`config.mk`:
```
export PLATFORM = sky130hd
export DESIGN_NAME = owner_tagged_channel_allocator
export DESIGN_NICKNAME = d
export VERILOG_FILES = /design/src/rtl/otca_pkg.sv /design/src/rtl/otca_ctrl.sv /design/src/rtl/otca_dpath.sv /design/src/rtl/owner_tagged_channel_allocator.sv
export SDC_FILE = /design/constraint.sdc
export NUM_CORES = 1
export LEC_CHECK = 0
export BUFFER_PORTS_ARGS = -buffer_cell sky130_fd_sc_hd__buf_2
export CORE_MARGIN = 2
export CORE_UTILIZATION = 34
export DETAILED_ROUTE_END_ITERATION = 10
export PLACE_DENSITY_LB_ADDON = 0.15
export SYNTH_ARGS = -nofsm -noshare
export SYNTH_HDL_FRONTEND = slang
export SYNTH_SLANG_ARGS = --single-unit
```
`constraint.sdc`:
```
create_clock -name clk -period 4.73 [get_ports clk]
set_input_delay 0.473 -clock clk [delete_from_list [all_inputs] [get_ports clk]]
set_output_delay 0.473 -clock clk [all_outputs]
set_load 0.01 [all_outputs]
```
`src/rtl/otca_pkg.sv`:
```
// Shared types and codes of the owner-tagged channel allocator.
// Used by the controller, the datapath, the top level and the checker.
package otca_pkg;

	// Width of the scan index and of the active channel count.
	localparam int SCAN_W = 6;

	typedef enum logic [1:0] {
		ACT_ALLOC   = 2'd0,
		ACT_RELEASE = 2'd1,
		ACT_QUERY   = 2'd2,
		ACT_NONE    = 2'd3
	} action_t;

	typedef enum logic [2:0] {
		ST_GRANTED   = 3'd0,
		ST_RELEASED  = 3'd1,
		ST_OWNER     = 3'd2,
		ST_REFUSED   = 3'd3,
		ST_NONE_REL  = 3'd4,
		ST_BAD_COUNT = 3'd5,
		ST_BAD_CHAN  = 3'd6
	} status_t;

	typedef enum logic [3:0] {
		OP_IDLE,
		OP_CFG,
		OP_LOAD,
		OP_RECOUNT,
		OP_ALLOC,
		OP_REL,
		OP_REL_END,
		OP_SINGLE,
		OP_QRD,
		OP_QOUT
	} op_t;

	typedef struct packed {
		op_t op;
	} cmd_t;

	typedef struct packed {
		action_t act;
		logic    zero_cnt;
		logic    short_cnt;
		logic    bad_ch;
		logic    out_free;
		logic    alloc_done;
		logic    scan_end;
		logic    rel_done;
	} dp_stat_t;

endpackage

```
`src/rtl/otca_ctrl.sv`:
```
// Sequencing state machine of the owner-tagged channel allocator.
// Depends on otca_pkg; drives the datapath through cmd_t and reads dp_stat_t.
module otca_ctrl (
	input  logic               clk,
	input  logic               arst_n,
	input  logic               in_valid,
	input  logic               cfg_valid,
	input  otca_pkg::dp_stat_t stat,
	output logic               in_ready,
	output logic               cfg_ready,
	output otca_pkg::cmd_t     cmd
);

	typedef enum logic [2:0] {
		S_IDLE,
		S_RECOUNT,
		S_ALLOC,
		S_REL,
		S_REL_END,
		S_SINGLE,
		S_QRD,
		S_QOUT
	} state_t;

	state_t state_q;
	state_t state_d;

	assign cfg_ready = (state_q == S_IDLE);
	assign in_ready  = (state_q == S_IDLE) && !cfg_valid;

	always_comb begin
		state_d = state_q;
		cmd.op  = otca_pkg::OP_IDLE;
		case (state_q)
			S_IDLE: begin
				if (cfg_valid) begin
					cmd.op  = otca_pkg::OP_CFG;
					state_d = S_RECOUNT;
				end else if (in_valid) begin
					cmd.op = otca_pkg::OP_LOAD;
					case (stat.act)
						otca_pkg::ACT_ALLOC: begin
							state_d = (stat.zero_cnt || stat.short_cnt) ? S_SINGLE : S_ALLOC;
						end
						otca_pkg::ACT_RELEASE: begin
							state_d = S_REL;
						end
						otca_pkg::ACT_QUERY: begin
							state_d = stat.bad_ch ? S_SINGLE : S_QRD;
						end
						default: begin
							state_d = S_IDLE;
						end
					endcase
				end
			end
			S_RECOUNT: begin
				cmd.op = otca_pkg::OP_RECOUNT;
				if (stat.scan_end) begin
					state_d = S_IDLE;
				end
			end
			S_ALLOC: begin
				cmd.op = otca_pkg::OP_ALLOC;
				if (stat.alloc_done) begin
					state_d = S_IDLE;
				end
			end
			S_REL: begin
				cmd.op = otca_pkg::OP_REL;
				if (stat.rel_done) begin
					state_d = S_REL_END;
				end
			end
			S_REL_END: begin
				cmd.op = otca_pkg::OP_REL_END;
				if (stat.out_free) begin
					state_d = S_IDLE;
				end
			end
			S_SINGLE: begin
				cmd.op = otca_pkg::OP_SINGLE;
				if (stat.out_free) begin
					state_d = S_IDLE;
				end
			end
			S_QRD: begin
				cmd.op  = otca_pkg::OP_QRD;
				state_d = S_QOUT;
			end
			S_QOUT: begin
				cmd.op = otca_pkg::OP_QOUT;
				if (stat.out_free) begin
					state_d = S_IDLE;
				end
			end
			default: begin
				state_d = S_IDLE;
			end
		endcase
	end

	always_ff @(posedge clk or negedge arst_n) begin
		if (!arst_n) begin
			state_q <= S_IDLE;
		end else begin
			state_q <= state_d;
		end
	end

endmodule

```
`src/rtl/otca_dpath.sv`:
```
// Datapath of the owner-tagged channel allocator: free marks, owner tag memory,
// free counter, channel scan with one read stage, release hold stage and result register.
// Depends on otca_pkg; commanded by otca_ctrl.
module otca_dpath #(
	parameter int MAX_CHANNELS = 32,
	parameter int OWNER_BITS   = 16
) (
	input  logic               clk,
	input  logic               arst_n,
	input  otca_pkg::cmd_t     cmd,
	output otca_pkg::dp_stat_t stat,
	input  logic [1:0]         action,
	input  logic [15:0]        owner_id,
	input  logic [5:0]         count,
	input  logic [5:0]         channel,
	input  logic [5:0]         channels_in_use,
	input  logic               out_ready,
	output logic               out_valid,
	output logic [2:0]         status,
	output logic [4:0]         channel_out,
	output logic [15:0]        owner_out,
	output logic               channel_free,
	output logic [5:0]         free_total,
	output logic               last
);

	localparam int CW   = (MAX_CHANNELS > 1) ? $clog2(MAX_CHANNELS) : 1;
	localparam int TW   = (OWNER_BITS < 16) ? OWNER_BITS : 16;
	localparam int NRST = (MAX_CHANNELS < 32) ? MAX_CHANNELS : 32;
	localparam int SW   = otca_pkg::SCAN_W;

	// Control state.
	logic [SW-1:0]           n_q;
	logic [MAX_CHANNELS-1:0] free_q;
	logic [SW-1:0]           free_cnt_q;
	logic [SW-1:0]           idx_q;
	logic                    scan_vld_s1;
	logic                    hold_vld_q;
	logic                    out_vld_q;

	// Payload.
	logic [TW-1:0]           owner_mem_q [MAX_CHANNELS];
	logic [TW-1:0]           tag_s1;
	logic [SW-1:0]           scan_idx_s1;
	logic [TW-1:0]           own_q;
	logic [SW-1:0]           rem_q;
	logic [SW-1:0]           ch_q;
	otca_pkg::status_t       pend_st_q;
	logic [SW-1:0]           hold_idx_q;
	logic [SW-1:0]           hold_tot_q;
	otca_pkg::status_t       out_st_q;
	logic [4:0]              out_ch_q;
	logic [15:0]             out_own_q;
	logic                    out_fr_q;
	logic [SW-1:0]           out_tot_q;
	logic                    out_last_q;

	logic [CW-1:0]           idx_a;
	logic [CW-1:0]           s1_a;
	logic [CW-1:0]           ch_a;
	logic [CW-1:0]           rd_a;
	logic [SW-1:0]           n_new;
	logic                    scan_end;
	logic                    out_free;
	logic [15:0]             owner16;
	logic                    a_hit;
	logic                    a_emit;
	logic                    match;
	logic                    consume;
	logic                    adv;
	logic                    r_claim;
	logic                    rd_en;
	logic                    q_free;
	logic                    emit;
	otca_pkg::status_t       e_st;
	logic [4:0]              e_ch;
	logic [15:0]             e_own;
	logic                    e_fr;
	logic [SW-1:0]           e_tot;
	logic                    e_last;

	assign idx_a    = CW'(idx_q);
	assign s1_a     = CW'(scan_idx_s1);
	assign ch_a     = CW'(ch_q);
	assign scan_end = (idx_q >= n_q);
	assign out_free = !out_vld_q || out_ready;
	assign owner16  = 16'(own_q);
	assign q_free   = free_q[ch_a];

	// A write of zero means one channel; anything above the table size means all of it.
	assign n_new = (channels_in_use == '0) ? SW'(1) :
		((32'(channels_in_use) > MAX_CHANNELS) ? SW'(MAX_CHANNELS) : channels_in_use);

	assign a_hit   = !scan_end && free_q[idx_a];
	assign a_emit  = (cmd.op == otca_pkg::OP_ALLOC) && a_hit && out_free;

	assign match   = scan_vld_s1 && !free_q[s1_a] && (tag_s1 == own_q);
	assign consume = !match || !hold_vld_q || out_free;
	assign adv     = !scan_vld_s1 || consume;
	assign r_claim = (cmd.op == otca_pkg::OP_REL) && match && consume;

	assign rd_a  = (cmd.op == otca_pkg::OP_QRD) ? ch_a : idx_a;
	assign rd_en = (cmd.op == otca_pkg::OP_QRD) ||
		((cmd.op == otca_pkg::OP_REL) && adv && !scan_end);

	assign stat.act        = otca_pkg::action_t'(action);
	assign stat.zero_cnt   = (count == '0);
	assign stat.short_cnt  = (count > free_cnt_q);
	assign stat.bad_ch     = (channel >= n_q);
	assign stat.out_free   = out_free;
	assign stat.alloc_done = a_emit && (rem_q == SW'(1));
	assign stat.scan_end   = scan_end;
	assign stat.rel_done   = !scan_vld_s1 && scan_end;

	always_comb begin
		emit   = 1'b0;
		e_st   = otca_pkg::ST_GRANTED;
		e_ch   = '0;
		e_own  = '0;
		e_fr   = 1'b0;
		e_tot  = free_cnt_q;
		e_last = 1'b0;
		case (cmd.op)
			otca_pkg::OP_ALLOC: begin
				emit   = a_emit;
				e_ch   = 5'(idx_q);
				e_own  = owner16;
				e_tot  = free_cnt_q - SW'(1);
				e_last = (rem_q == SW'(1));
			end
			otca_pkg::OP_REL: begin
				emit  = r_claim && hold_vld_q;
				e_st  = otca_pkg::ST_RELEASED;
				e_ch  = 5'(hold_idx_q);
				e_own = owner16;
				e_fr  = 1'b1;
				e_tot = hold_tot_q;
			end
			otca_pkg::OP_REL_END: begin
				emit   = out_free;
				e_own  = owner16;
				e_last = 1'b1;
				if (hold_vld_q) begin
					e_st  = otca_pkg::ST_RELEASED;
					e_ch  = 5'(hold_idx_q);
					e_fr  = 1'b1;
					e_tot = hold_tot_q;
				end else begin
					e_st = otca_pkg::ST_NONE_REL;
				end
			end
			otca_pkg::OP_SINGLE: begin
				emit   = out_free;
				e_st   = pend_st_q;
				e_own  = (pend_st_q == otca_pkg::ST_BAD_CHAN) ? 16'd0 : owner16;
				e_last = 1'b1;
			end
			otca_pkg::OP_QOUT: begin
				emit   = out_free;
				e_st   = otca_pkg::ST_OWNER;
				e_ch   = 5'(ch_q);
				e_fr   = q_free;
				e_own  = q_free ? 16'd0 : 16'(tag_s1);
				e_last = 1'b1;
			end
			default: begin
				emit = 1'b0;
			end
		endcase
	end

	always_ff @(posedge clk or negedge arst_n) begin
		if (!arst_n) begin
			n_q         <= SW'(NRST);
			free_q      <= '1;
			free_cnt_q  <= SW'(NRST);
			idx_q       <= '0;
			scan_vld_s1 <= 1'b0;
			hold_vld_q  <= 1'b0;
			out_vld_q   <= 1'b0;
		end else begin
			if (emit) begin
				out_vld_q <= 1'b1;
			end else if (out_ready) begin
				out_vld_q <= 1'b0;
			end
			case (cmd.op)
				otca_pkg::OP_CFG: begin
					n_q        <= n_new;
					idx_q      <= '0;
					free_cnt_q <= '0;
				end
				otca_pkg::OP_LOAD: begin
					idx_q       <= '0;
					scan_vld_s1 <= 1'b0;
					hold_vld_q  <= 1'b0;
				end
				otca_pkg::OP_RECOUNT: begin
					if (!scan_end) begin
						free_cnt_q <= free_cnt_q + SW'(free_q[idx_a]);
						idx_q      <= idx_q + SW'(1);
					end
				end
				otca_pkg::OP_ALLOC: begin
					if (!scan_end) begin
						if (a_hit) begin
							if (out_free) begin
								free_q[idx_a] <= 1'b0;
								free_cnt_q    <= free_cnt_q - SW'(1);
								idx_q         <= idx_q + SW'(1);
							end
						end else begin
							idx_q <= idx_q + SW'(1);
						end
					end
				end
				otca_pkg::OP_REL: begin
					if (r_claim) begin
						free_q[s1_a] <= 1'b1;
						free_cnt_q   <= free_cnt_q + SW'(1);
						hold_vld_q   <= 1'b1;
					end
					if (adv) begin
						if (!scan_end) begin
							scan_vld_s1 <= 1'b1;
							idx_q       <= idx_q + SW'(1);
						end else begin
							scan_vld_s1 <= 1'b0;
						end
					end
				end
				otca_pkg::OP_REL_END: begin
					if (out_free) begin
						hold_vld_q <= 1'b0;
					end
				end
				default: begin
					hold_vld_q <= hold_vld_q;
				end
			endcase
		end
	end

	// Owner tag memory: one write port for grants, one registered read port.
	always_ff @(posedge clk) begin
		if (a_emit) begin
			owner_mem_q[idx_a] <= own_q;
		end
		if (rd_en) begin
			tag_s1 <= owner_mem_q[rd_a];
		end
	end

	always_ff @(posedge clk) begin
		if (cmd.op == otca_pkg::OP_LOAD) begin
			own_q <= owner_id[TW-1:0];
			rem_q <= count;
			ch_q  <= channel;
			if (otca_pkg::action_t'(action) == otca_pkg::ACT_QUERY) begin
				pend_st_q <= otca_pkg::ST_BAD_CHAN;
			end else if (count == '0) begin
				pend_st_q <= otca_pkg::ST_BAD_COUNT;
			end else begin
				pend_st_q <= otca_pkg::ST_REFUSED;
			end
		end
		if (a_emit) begin
			rem_q <= rem_q - SW'(1);
		end
		if (rd_en && (cmd.op == otca_pkg::OP_REL)) begin
			scan_idx_s1 <= idx_q;
		end
		if (r_claim) begin
			hold_idx_q <= scan_idx_s1;
			hold_tot_q <= free_cnt_q + SW'(1);
		end
		if (emit) begin
			out_st_q   <= e_st;
			out_ch_q   <= e_ch;
			out_own_q  <= e_own;
			out_fr_q   <= e_fr;
			out_tot_q  <= e_tot;
			out_last_q <= e_last;
		end
	end

	assign out_valid    = out_vld_q;
	assign status       = out_st_q;
	assign channel_out  = out_ch_q;
	assign owner_out    = out_own_q;
	assign channel_free = out_fr_q;
	assign free_total   = out_tot_q;
	assign last         = out_last_q;

endmodule

```
`src/rtl/owner_tagged_channel_allocator.sv`:
```
// Allocate: the walk covers one channel per cycle while the output is not stalled; each grant is
// registered in the result register. Release: each channel passes the owner memory read stage and
// the hold stage, and a closing step follows the walk. Query: owner memory read, then result.
// One item at a time; result stalls on the output hold the scan where it stands.
// Reset: all channels free, 32 channels in use (fewer if the table is smaller), no result pending.
// A configuration write starts a recount; the next item is accepted once the recount is over.
//
// Top level of the owner-tagged channel allocator. Depends on otca_pkg, otca_ctrl and otca_dpath.
//
// Each channel carries a free mark (flip-flops, all set at reset) and an owner tag held
// in a single-port-write, registered-read memory that is read during release walks and queries.
// The controller decodes each accepted transaction and sequences the datapath: allocate
// walks the channels lowest index first, claiming free ones until the count is met;
// release walks every active channel, keeping the latest freed channel in a hold stage
// so that the final one can be marked last once the walk is over. A running free count
// is kept up to date by every claim and release, and is rebuilt after each write of the
// channels_in_use register, since channels beyond the range keep their marks.
module owner_tagged_channel_allocator #(
	parameter int MAX_CHANNELS = 32,
	parameter int OWNER_BITS   = 16
) (
	input  logic        clk,
	input  logic        arst_n,
	// Configuration write transactions.
	input  logic        cfg_valid,
	output logic        cfg_ready,
	input  logic [5:0]  channels_in_use,
	// Request transactions.
	input  logic        in_valid,
	output logic        in_ready,
	input  logic [1:0]  action,
	input  logic [15:0] owner_id,
	input  logic [5:0]  count,
	input  logic [5:0]  channel,
	// Result transactions.
	output logic        out_valid,
	input  logic        out_ready,
	output logic [2:0]  status,
	output logic [4:0]  channel_out,
	output logic [15:0] owner_out,
	output logic        channel_free,
	output logic [5:0]  free_total,
	output logic        last
);

	otca_pkg::cmd_t     cmd;
	otca_pkg::dp_stat_t stat;

	// The controller only sequences; every register that holds channel state lives in
	// the datapath.
	otca_ctrl u_ctrl (
		.clk       (clk),
		.arst_n    (arst_n),
		.in_valid  (in_valid),
		.cfg_valid (cfg_valid),
		.stat      (stat),
		.in_ready  (in_ready),
		.cfg_ready (cfg_ready),
		.cmd       (cmd)
	);

	otca_dpath #(
		.MAX_CHANNELS (MAX_CHANNELS),
		.OWNER_BITS   (OWNER_BITS)
	) u_dpath (
		.clk             (clk),
		.arst_n          (arst_n),
		.cmd             (cmd),
		.stat            (stat),
		.action          (action),
		.owner_id        (owner_id),
		.count           (count),
		.channel         (channel),
		.channels_in_use (channels_in_use),
		.out_ready       (out_ready),
		.out_valid       (out_valid),
		.status          (status),
		.channel_out     (channel_out),
		.owner_out       (owner_out),
		.channel_free    (channel_free),
		.free_total      (free_total),
		.last            (last)
	);

endmodule

```
==> impl_metrics.tcl, run 1 <==
set metrics [dict create \
    critical_path.reg2reg.endpoint "u_dpath.free_q[15]" \
    placement.io_buffers 75 \
    max_cap_viol_count 0 \
    final_cell_mix "sky130_fd_sc_hd__edfxtp_1, sky130_fd_sc_hd__mux4_2, sky130_fd_sc_hd__nand2_1" \
    post_route_cells_drive_above_1_share_pct 26.1 \
    leak_nw 10.8 \
    worst-slew-pin-transition_ps 1240 \
    synth_compound_area_share_pct 5.38 \
    met3RoutedLength_um 5670 \
    cts_hold_buf 0 \
    highest_layer "met5" \
    postLayoutCoreUtil_pct 39.6 \
    setup_viol 0 \
    synth-async-reset-ratio_pct 8.46 \
    crit_path_start_kind "flip-flop" \
    detailedRoute.firstPassIterationCount 7 \
    final_area_um2 32400 \
    grt_start_max_net_pins 57 \
    area.sequential_um2 19600 \
    post_layout_min_period_ps 4120 \
    wl_met2_um 37600 \
    syn2layout_area_growth_pct 15.8 \
    ys_dominant_reg_cell "sky130_fd_sc_hd__edfxtp_1" \
    synth-edff-count 606 \
    finalSetupTns_ps 0 \
    globalRoute.totalOverflow 0 \
    nFillCells 7478 \
    worst_setup_skew_after_layout_ps 27.2 \
    layout.cells.most_common "sky130_fd_sc_hd__edfxtp_1" \
    ctsResizeCount 0 \
    chipHeight_um 291 \
    synth.area.mux_share_pct 13.3 \
    routabilityCongestion 0.904 \
    synth_fp_nets 1729 \
    hold_class "in -> async" \
    syn_area_per_cell_um2 16.9 \
    unrepaired_setup_endpoints_after_global_routing "false" \
    num-nets-final 1872 \
    timing.critical_path.slowest_stage_cell "sky130_fd_sc_hd__edfxtp_1" \
    synth_xor_area_share_pct 0.844 \
    cts.clk_slew.worst_paths_ps 60 \
    ir_drop_worst_vdd_mv 0.260 \
    worst-setup-path-type "reg -> reg" \
    slowest_stage_delay_cp_ps 1070 \
    synth_top_family_by_area "multiplexers" \
    count_of_boundary_i_o_pins 76 \
    post_synth_adder_cell_area_pct 1.25 \
    synthesis.instances 1660 \
    critPathRequiredTime_ps 5260 \
    library_cells_used_by_synthesis 78 \
    worstPathBufferInverterCount 0 \
    final_min_period_over_clock_period_pct 87.1 \
    cp_top_family "simple AND/OR/NAND/NOR gates" \
    cts_setup_buffers 0 \
    grt.total_usage_pct 19.5 \
    ctsRootBufferMaster "sky130_fd_sc_hd__clkbuf_16" \
    area_used_by_multi_input_combinational_logic_um2 7900 \
    placeableCoreArea_um2 81800 \
    die_area_um2 84700 \
    power-per-cell-area_nw_per_um2 549 \
    dpl_cell_area_um2 30100 \
    route.detailed.vias_per_inst 5.47 \
    r2r.worst_path.cells 8 \
    clock_path_buffers 3 \
    worst_slew_margin_rel_pct 17.1 \
    number_of_global_route_vias_before_repair 16400 \
    worstSetupEndpointType "flip-flop" \
    critPathArrivalTime_ps 4650 \
    detail_route.wl_per_cell_um 28.1 \
    clock_sink_count 662 \
    drc 0 \
    route.vias.total 16000 \
    cts.htree.levels 3 \
    tritoncts.num_buffers 72 \
    timing.critical_path.cells "mux2i_1 -> nor2_1 -> a2111oi_0 -> and4b_1 -> and3_1 -> and3_1 -> a21oi_1 -> nor2_1" \
    synth.yosys.warnings 0 \
    number_of_hold_slack_violations_in_the_final_timing_report 0 \
    clkLatencyLatePin_ps 620 \
    cts_tree "yes" \
    synth-seq-area-share_pct 70.1 \
    regToRegSetupSlack_ps 610 \
    dp_hpwl_um 52800 \
    detail_route.wirelength_um 82500 \
    totalPowerFinal_mw 17.8 \
    detail_route.wirelength.met1_um 37000 \
    synth_seq_cells 662 \
    number_of_antenna_violations_at_the_first_check_in_global_routing 3 \
    first_iter_violations 1759 \
    antenna_left 0 \
    grt_first_pass_wirelength_um 119000 \
    row_count 105 \
    critical_path.reg2reg.startpoint "u_dpath.scan_idx_s1[0]" \
    synth.cell_area_um2 28000 \
    maxSlewViolCount 0 \
    critPathMaxFanout 22 \
    initial_core_util_pct 34.2 \
    dieWidth_um 291 \
    synth_simple_gate_area_share_pct 7.09 \
    status "complete, no violations" \
    achievable-frequency_mhz 243 \
]
## worst max-delay path by stage
stage	start	end	slack, ps	cells past startpoint
final	u_dpath.scan_idx_s1[0]	u_dpath.free_q[15]	610	8
after global routing	u_dpath.idx_q[2]	u_dpath.owner_mem_q[17][15]	480	8
after CTS	u_dpath.idx_q[2]	u_dpath.owner_mem_q[16][10]	710	8
after detailed placement	u_dpath.scan_idx_s1[0]	u_dpath.free_q[15]	730	8
after global placement	u_dpath.scan_idx_s1[0]	u_dpath.free_q[15]	620	8
after floorplan	u_dpath.idx_q[0]	u_dpath.channel_free	530	12
## power breakdown
group / internal [mW] / switching (mW)
clock network: 3.18 / 2.34
registers: 6.84 / 0.310
logic: 2.01 / 3.11
total: 12.0 / 5.77
## final cells by class
| class | instances | share of cell area [%] |
|---|---|---|
| antenna | 1 | 0.00772 |
| sequential | 662 | 60.6 |
| tap | 1070 | 4.13 |
| inverter | 35 | 0.405 |
| clock buffer | 89 | 5.82 |
| multi-input combinational | 871 | 24.4 |
| timing repair buffer | 161 | 3.46 |
| clock inverter | 43 | 1.23 |
## layer usage
layer  vias up  track usage, %
li1       6918               -
met1      8449            27.8
met2       564            30.0
met3       114            4.25
met4         2            6.02
met5         -               0
## logic make-up after synthesis
logic type	Yosys count
buffers and inverters	127
adder cells (fa/ha/maj)	28
XOR/XNOR	27
flip-flops	662
AO/OA/AOI/OAI	208
multiplexers	195
AND/OR/NAND/NOR	413
## flip-flops by register name (all words and copies together) (netlist names), 3 cells and up
name                 flops
u_dpath.own_q           16
u_dpath.owner_out       16
u_dpath.idx_q            6
u_dpath.tag_s1          16
u_dpath.n_q              6
u_dpath.ch_q             5
u_dpath.free_total       6
u_dpath.status           3
u_dpath.channel_out      5
u_ctrl.state_q           3
u_dpath.rem_q            6
u_dpath.scan_idx_s1      5
u_dpath.hold_idx_q       5
u_dpath.pend_st_q        3
u_dpath.owner_mem_q    512
u_dpath.free_cnt_q       6
u_dpath.free_q          32
u_dpath.hold_tot_q       6
## Yosys cell counts, drive strengths merged (5+ instances only)
cell type	instances	area (µm²)
nand2b	18	113
mux4	141	3180
dfrtp	22	551
nand3	58	290
inv	35	131
o211ai	6	45.0
xnor2	25	219
nor4	5	46.3
o22ai	12	75.1
o22a	18	158
nor3	15	85.1
o21ai	47	246
o31ai	6	50.1
o32ai	6	60.1
a22o	17	149
mux2	5	56.3
nor2	99	372
or3	9	56.3
dfstp	34	893
or2	5	31.3
nor2b	5	31.3
a31oi	8	56.3
nand4	8	50.1
a32oi	16	140
mux2i	49	490
edfxtp	606	18200
nand2	139	532
and3	22	138
a21oi	29	145
clkbuf	41	154
ha	28	350
a222oi	5	50.1
a21o	8	60.1
buf	51	280
nand3b	10	75.1
## stage by stage
stage | std cells | setup WS, ps | hold slack (ps)
floorplan | 1660 | 534 | 177
global placement | 2799 | 623 | 475
detailed placement | 2799 | 731 | 481
CTS | 2931 | 706 | 5.98
global route | 2931 | 479 | 26.8
finish | 2932 | 612 | 1.33
Note: power is estimated with default switching activity, not from simulation.
==> run 2, diff against run 1 <==
- PLACE_DENSITY: not set -> 0.58
- PLACE_DENSITY_LB_ADDON: 0.15 -> not set
==> run 2 against run 1 <==
Effect of this change: the flow now finishes with violations (negative hold slack); final area shrank 0.28%; largest cell class unchanged; combinational power shrank 4%; clock-buffer cell count shrank 8; hold slack lost 14 ps; worst setup slack gained 230 ps; first-iteration DRC count shrank 11%; fmax grew 5.9%; die area is the same; clock power is essentially flat; via count shrank 0.13%; utilization shrank 0.11 points.
==> impl_metrics.tcl, run 2 (synthesis results as in run 1) <==
set metrics [dict create \
    detail_route.wirelength_um 76500 \
    regToRegSetupSlack_ps 840 \
    top_register "u_dpath.owner_mem_q" \
    worst_slew_margin_rel_pct 32.0 \
    number_of_global_route_vias_before_repair 16200 \
    detail_route.wl_per_cell_um 26.1 \
    totalPowerFinal_mw 17.5 \
    cts.clk_slew.worst_paths_ps 60 \
    first_iter_violations 1573 \
    post_route_cells_drive_above_1_share_pct 25.7 \
    postLayoutCoreUtil_pct 39.5 \
    cts_setup_buffers 0 \
    grt_first_pass_wirelength_um 113000 \
    initial_core_util_pct 34.2 \
    largestRegisters "u_dpath.owner_mem_q x512, u_dpath.free_q x32" \
    grt_start_max_net_pins 66 \
    worst_setup_skew_after_layout_ps 19.4 \
    violations_in_the_final_reports "negative hold slack" \
    achievable-frequency_mhz 257 \
    drc 0 \
    worst-slew-pin-transition_ps 1020 \
    number_of_hold_slack_violations_in_the_final_timing_report 3 \
    critPathRequiredTime_ps 4980 \
    unrepaired_setup_endpoints_after_global_routing "false" \
    setup_viol 0 \
    route.detailed.vias_per_inst 5.48 \
    cts_tree "yes" \
    clock_sink_count 662 \
    hold_class "in -> async" \
    placement.io_buffers 75 \
    critPathMaxFanout 32 \
    place_ws_ps 930 \
    num-nets-final 1870 \
    ctsRootBufferMaster "sky130_fd_sc_hd__clkbuf_16" \
    ir_drop_worst_vdd_mv 0.391 \
    tritoncts.num_buffers 71 \
    final_critical_path_setup_slack_ps 841 \
    largest_register_ffs 512 \
    dieWidth_um 291 \
    status "finished with violations" \
    antenna_cells_inserted 0 \
    finalHoldWorstSlack_ps -12.7 \
    number_of_antenna_violations_at_the_first_check_in_global_routing 1 \
    ctsResizeCount 0 \
    crit_path_frequent_cell "sky130_fd_sc_hd__buf_4" \
    grt.total_usage_pct 18.1 \
    max_cap_viol_count 0 \
    count_of_boundary_i_o_pins 76 \
    worst-setup-path-type "reg -> reg" \
    chipHeight_um 291 \
    clock_path_buffers 3 \
    final_cell_mix "sky130_fd_sc_hd__edfxtp_1, sky130_fd_sc_hd__mux4_2, sky130_fd_sc_hd__nand2_1" \
    finalSetupTns_ps 0 \
    globalRoute.totalOverflow 0 \
    final_min_period_over_clock_period_pct 82.2 \
    cts.htree.levels 3 \
    worstSetupEndpointType "flip-flop" \
    critPathArrivalTime_ps 4140 \
    route.vias.total 16000 \
    crit_path_start_kind "flip-flop" \
    leak_nw 10.8 \
    detailedRoute.firstPassIterationCount 6 \
    dp_hpwl_um 50000 \
    maxSlewViolCount 0 \
    layout.cells.most_common "sky130_fd_sc_hd__edfxtp_1" \
    cts_hold_buf 0 \
    timing.critical_path.slowest_stage_cell "sky130_fd_sc_hd__edfxtp_1" \
    final-instance-count-excl-fill 2927 \
    timing.critical_path.cells "buf_4 -> mux2i_1 -> nor2_1 -> a2111oi_0 -> and4b_1 -> nand2_1 -> o2bb2ai_1 -> a21boi_0 -> nor2_4 -> buf_4" \
    antenna_left 0 \
    clkLatencyLatePin_ps 620 \
    placed_cells 2798 \
    row_count 105 \
    syn2layout_area_growth_pct 15.4 \
    routabilityCongestion 0.923 \
    post_layout_min_period_ps 3890 \
    slowest_stage_delay_cp_ps 700 \
    placeableCoreArea_um2 81800 \
    power-per-cell-area_nw_per_um2 543 \
    die_area_um2 84700 \
]
## run 2: cell count changes in the layout (fill, tap and decap cells not counted), moves of 2 or more
cell	delta
sky130_fd_sc_hd__clkbuf_16	-2
sky130_fd_sc_hd__nor2_1	+10
sky130_fd_sc_hd__inv_6	+4
sky130_fd_sc_hd__clkinvlp_4	+7
sky130_fd_sc_hd__clkbuf_1	-6
sky130_fd_sc_hd__buf_4	+4
sky130_fd_sc_hd__clkinv_2	-6
sky130_fd_sc_hd__nor2_2	-10
sky130_fd_sc_hd__buf_12	-5
## run 2: area by class of cell
cell class	count	area (µm²)
multi-input combinational	871	7880
timing repair buffer	160	1050
clock inverter	48	479
sequential	662	19600
inverter	35	131
fill	7488	49500
clock buffer	81	1810
tap	1070	1340
## run 2: through the flow
step           instance area (µm²)  hold WS, ps
3_3_place_gp                 30000          474
3_5_place_dp                 30000          475
2_1_floorplan                28000          177
5_1_grt                      32300         9.93
6_report                     32300        -12.7
4_1_cts                      32300         2.18
## run 2: worst max-delay path: cells and delay by family (launching register included)
family	cells	cell delay (ps)
and+or+nand+nor	4	720
muxes	1	340
buffers and inverters	2	760
AOI/OAI and AO/OA	3	970
DFF	1	700
## run 2: routing by layer
metal | vias up | part of all wire [%] | track usage [%]
met5 | - | 0 | 0
met3 | 116 | 6.2 | 2.88
li1 | 6897 | - | -
met1 | 8437 | 43 | 24.9
met2 | 576 | 48 | 29.3
met4 | 0 | 2.7 | 5.71
## run 2: power by group
part	internal (mW)	switching [mW]
combinational	1.92	3.01
sequential	6.84	0.264
clock	3.17	2.33
total	11.9	5.61
## run 2: final timing paths
check                                  startpoint                    end  depth (start not counted)
setup / recovery           u_dpath.scan_idx_s1[0]  u_dpath.owner_out[10]                         10
hold / removal                             arst_n  u_dpath.free_cnt_q[4]                          2
setup reg to reg           u_dpath.scan_idx_s1[0]  u_dpath.owner_out[10]                         10
hold reg to reg                    u_dpath.n_q[3]         u_dpath.n_q[3]                          2
max in group asynchronous                  arst_n      u_ctrl.state_q[2]                          2
min in group clk                      owner_id[4]       u_dpath.own_q[4]                          1
